## src/mot_ram.sv

```systemverilog
`timescale 1ns / 1ps
// Generic single-write, single-read RAM with registered read data.
// No dependencies.
module mot_ram #(
  parameter int WIDTH = 8,
  parameter int DEPTH = 256
) (
  input  logic                     clk,
  input  logic                     we,
  input  logic [$clog2(DEPTH)-1:0] waddr,
  input  logic [WIDTH-1:0]         wdata,
  input  logic [$clog2(DEPTH)-1:0] raddr,
  output logic [WIDTH-1:0]         rdata
);

  logic [WIDTH-1:0] mem [DEPTH];

  always_ff @(posedge clk) begin
    if (we) begin
      mem[waddr] <= wdata;
    end
    rdata <= mem[raddr];
  end

endmodule
```

## config.mk

```make
export PLATFORM = sky130hd
export DESIGN_NAME = mot_ram
export DESIGN_NICKNAME = d
export VERILOG_FILES = /design/src/mot_ram.sv
export SDC_FILE = /design/constraint.sdc
export NUM_CORES = 2
export LEC_CHECK = 0
export BUFFER_PORTS_ARGS = -buffer_cell sky130_fd_sc_hd__buf_2
export CAP_MARGIN = 20
export CORE_ASPECT_RATIO = 1.25
export CORE_UTILIZATION = 30
export CTS_CLUSTER_DIAMETER = 30
export DETAILED_ROUTE_END_ITERATION = 8
export PLACE_DENSITY = 0.56
export SLEW_MARGIN = 10
export SYNTH_ARGS = -nofsm -noshare
export SYNTH_HDL_FRONTEND = slang
export SYNTH_SLANG_ARGS = --single-unit
```

## constraint.sdc

```tcl
create_clock -name clk -period 2.22 [get_ports clk]
set_input_delay 0.222 -clock clk [delete_from_list [all_inputs] [get_ports clk]]
set_output_delay 0.222 -clock clk [all_outputs]
set_load 0.01 [all_outputs]
```

---- After elaboration in Yosys (flattened, before gate mapping) ----
Memory sizes are Yosys's and may differ from the RTL's. A register that Yosys moved wholly into a read port is not among the register bits.
Index checks and enable logic that the tools add are counted.
Widths: inputs -> output; s select.
storage, ports and cells
  register bits after elaboration ......... 0
  RAM bits ................................ 2048
  bits of input ports ..................... 26
  output and inout bits ................... 8
  logic and storage cells ................. 3
  memories ................................ 1
memory list
  memory  words  bits a word  rd ports  clocked after memory_dff  write ports  line  source
  mem     256    8            1         1                         1            16    logic [WIDTH-1:0] mem [DEPTH];
operators by class
  muxes and demuxes ....................... 2
operators by type and width
  cell    count
  $mux 1  2

---- Logic depth before layout (Yosys ltp) ----
  depth after elaboration ................. 2
  depth in mapped cells ................... 11
  gate-level depth less buffers ........... 6

---- Worst setup path before layout ----
No wires, ideal clock.
  kind .................................... in2reg
  start point ............................. input raddr[0]
  end point ............................... register rdata[2] (read register of mem)
  library setup time ...................... 0.131 ns
  arrival ................................. 2.029 ns
  required time ........................... 2.089 ns
  slack ................................... 0.060 ns
  stages .................................. 9
  buffers on the path ..................... 4
  cells stage by stage .................... buf_6 -> buf_12 -> buf_8 -> buf_2 -> mux4_2 -> a22oi_1 -> a21oi_1 -> nor4_1 -> nor4_2
RTL lines
  item                line  source
  start: declaration  12    input logic [$clog2(DEPTH)-1:0] raddr,
  end: declaration    13    output logic [WIDTH-1:0] rdata

==> reports/qor.txt <==
Leakage Power - 32.73 nW
number of buffers created by CTS - 309
reg2reg start - mem[83][5]$_DFFE_PP_
simple-gate share of the synthesized area - 0.02628
DRT Pass-1 Iters - 5
Tmin final - 2.299 ns
clk buf depth - 4
Post-synth EDFFs - 2048
Post-DP HPWL - 144100 microns
1st-iter DRT viols - 3984
Total GRT Usage - 0.1602
synthesized-area fraction occupied by adder cells - 0
unrepaired setup endpoints after global routing - true
Clk Tree Root Cell - clkbuf_16
relative slew slack - 0.2817
Tcrit/Tclk final - 1.035
failing checks - negative setup slack
Net Count, Synth - 3759
Core Area - 0.2640 sq mm
r2r setup slk - -0.08 ns
H-tree levels - 5
die width - 462.6 microns
DRC Markers - 0
largest family of logic cells by synthesized area - multiplexers
layout overhead on the synthesized area - 26.54%
final WL - 216200 microns
Antenna Nets Post-Route - 0
CTS Sinks - 2056
placer congestion estimate - 0.8383
Core Util, Final - 0.3813
post-synthesis mux area share - 0.1462
critical path launch point - mem[83][5]$_DFFE_PP_
Die Height - 577.7 microns
post-synthesis cell type count - 55
register area share after synthesis - 0.7750
# IOs - 34
IO Port Bufs - 33
Initial Utilization - 0.3013
Reg clk slew, reported paths - 0.06 ns
Yosys warning count - 0
HP Class - in -> reg
Arrival @ worst endpoint - 2.99 ns
final hold violations - 0
Crit Path Max Fanout - 1
first-pass GRT wire length - 312500 microns
layout cell share with drive strength beyond 1 - 0.3702
wire per inst - 25.90 microns
Cell Chain, Critical Path - mux4_2, a22o_1, a221oi_2, o32ai_2, nor3_2, buf_4, nor4_2
max cap viols - 0
later-pin clock latency in the skew report - 0.85 ns
fmax - 0.4350 GHz
initial antenna violation count - 17
die area - 0.2673 sq mm
Worst Slack Setup Final - -0.07875 ns
Critical Path Sink Type - flop
vias in the first global route - 43240
crit path kind - reg -> reg
Rows - 211
Setup crit start kind - flop
Synth Instances - 3733
Cell Pwr Density - 960.0 mW/mm^2
post-synthesis instance area - 0.07956 sq mm
status - finished with violations
Worst Clk Skew - 0.03188 ns
via count - 41070
Min Hold Slack - 0.1842 ns
slowest stage delay, CP - 0.51 ns
CP required - 2.91 ns
Synth Flop Type - edfxtp_1
GR Overflow Total - 0
HP Start - waddr[2]
slowest CP cell - mux4_2
Synth Area in Compound Gates - 0.03419
CTS tree - done
Synth async-reset ratio - 0
post-CTS setup buffers - 0
Yosys reg bits - 2056
largest net degree at the start of global routing - 113
Slew @ Worst Pin - 1.074 ns
fin nets - 4604
# setup viols final - 1
Max VDD drop - 0.0006504 V
XOR/XNOR Fraction of Synth Area - 0
Synth Area per Inst - 21.31 sq um
Slew Limit Fails - 0
Vias per Instance - 4.920
-- final cells by class --
| type | instances | area (sq um) |
|---|---|---|
| multi-input cells | 1442 | 16950 |
| repair buffers | 767 | 7097 |
| diodes | 13 | 32.53 |
| clock buffers | 333 | 7886 |
| clock inverters | 222 | 2643 |
| inverters | 2 | 7.507 |
| flip-flops and latches | 2056 | 61660 |
| fillers | 23800 | 163300 |
| well taps | 3514 | 4397 |
-- metal layers --
layer,part of all wire,GRT usage
met1,0.38,0.1935
met2,0.53,0.2884
met4,0.032,0.06025
met5,0.000060,0
met3,0.052,0.02301
-- Yosys cell counts, types with 16 or more instances --
cell type,instances,area share
clkbuf_1,111,0.0052
o221ai_1,46,0.0051
a22oi_1,133,0.013
nor2b_1,31,0.0024
nor4_1,24,0.0019
buf_4,27,0.0025
buf_6,21,0.0030
edfxtp_1,2048,0.77
o22ai_1,28,0.0022
mux4_2,454,0.13
buf_1,22,0.0010
a21oi_1,96,0.0060
nor3_1,22,0.0014
nor2_1,282,0.013
nand2_1,33,0.0016
nand3_1,34,0.0021
mux2i_1,134,0.017
buf_2,31,0.0020
a211oi_1,16,0.0015
-- metrics by stage --
stage / power [W] / setup TNS [ns] / area, sq um / std cells / setup WS (ns)
global placement: 0.04838 / -6.826 / 89630 / 7780 / -0.9882
finish: 0.09664 / -0.07875 / 100700 / 8349 / -0.07875
global route: 0.09913 / -0.1475 / 100700 / 8342 / -0.1340
detailed placement: 0.04842 / -6.840 / 89630 / 7780 / -1.019
CTS: 0.09736 / -0.1141 / 100500 / 8336 / -0.05428
floorplan: 0.04574 / 0 / 79560 / 3733 / 0.06006
-- cells in the final DEF (no fill, tap or decap), types with 48 or more instances in the layout --
| cell type | Yosys | routed |
|---|---|---|
| inv_6 | 0 | 48 |
| clkbuf_16 | 0 | 312 |
| edfxtp_1 | 2048 | 2048 |
| mux4_2 | 454 | 454 |
| buf_12 | 8 | 103 |
| a22oi_1 | 133 | 132 |
| buf_4 | 27 | 623 |
| mux2i_1 | 134 | 134 |
| a21oi_1 | 96 | 96 |
| nor2_1 | 282 | 275 |
-- kinds of logic (layout without fill, tap and decap cells) --
| logic type | after synthesis | in the layout |
|---|---|---|
| and+or+nand+nor | 466 | 466 |
| other | 0 | 13 |
| DFF | 2056 | 2056 |
| buffers and inverters | 235 | 1324 |
| AOI/OAI and AO/OA | 385 | 385 |
| muxes | 591 | 591 |
-- critical path: cells and delay by family, from the launching register on --
kind / cells / cell delay (ns)
AOI/OAI and AO/OA: 3 / 0.68
buffers and inverters: 1 / 0.20
DFF: 1 / 0.35
muxes: 1 / 0.51
and+or+nand+nor: 2 / 0.42
-- registers in the layout (all words and copies together) (netlist names) --
| name | flops |
|---|---|
| mem | 2048 |
| rdata | 8 |
-- worst paths after layout --
path,end,depth (start not counted)
max,rdata[5]$_DFF_P_,7
min,mem[157][0]$_DFFE_PP_,4
max reg2reg,rdata[5]$_DFF_P_,7
min reg2reg,rdata[3]$_DFF_P_,7
-- power by group --
group / internal (W) / total [W] / switching, W
logic: 0.00197 / 0.00478 / 0.00280
registers: 0.0428 / 0.0429 / 0.000107
clock network: 0.0304 / 0.0489 / 0.0185
-- timing repair --
item	4_1_cts	5_1_grt
hold buffers	8	0
hold endpoints to repair	440	0
setup endpoints to repair	8	8
pin swaps	17	14
cloned	0	0
resized for setup	51	22
(Power assumes the default switching activity.)
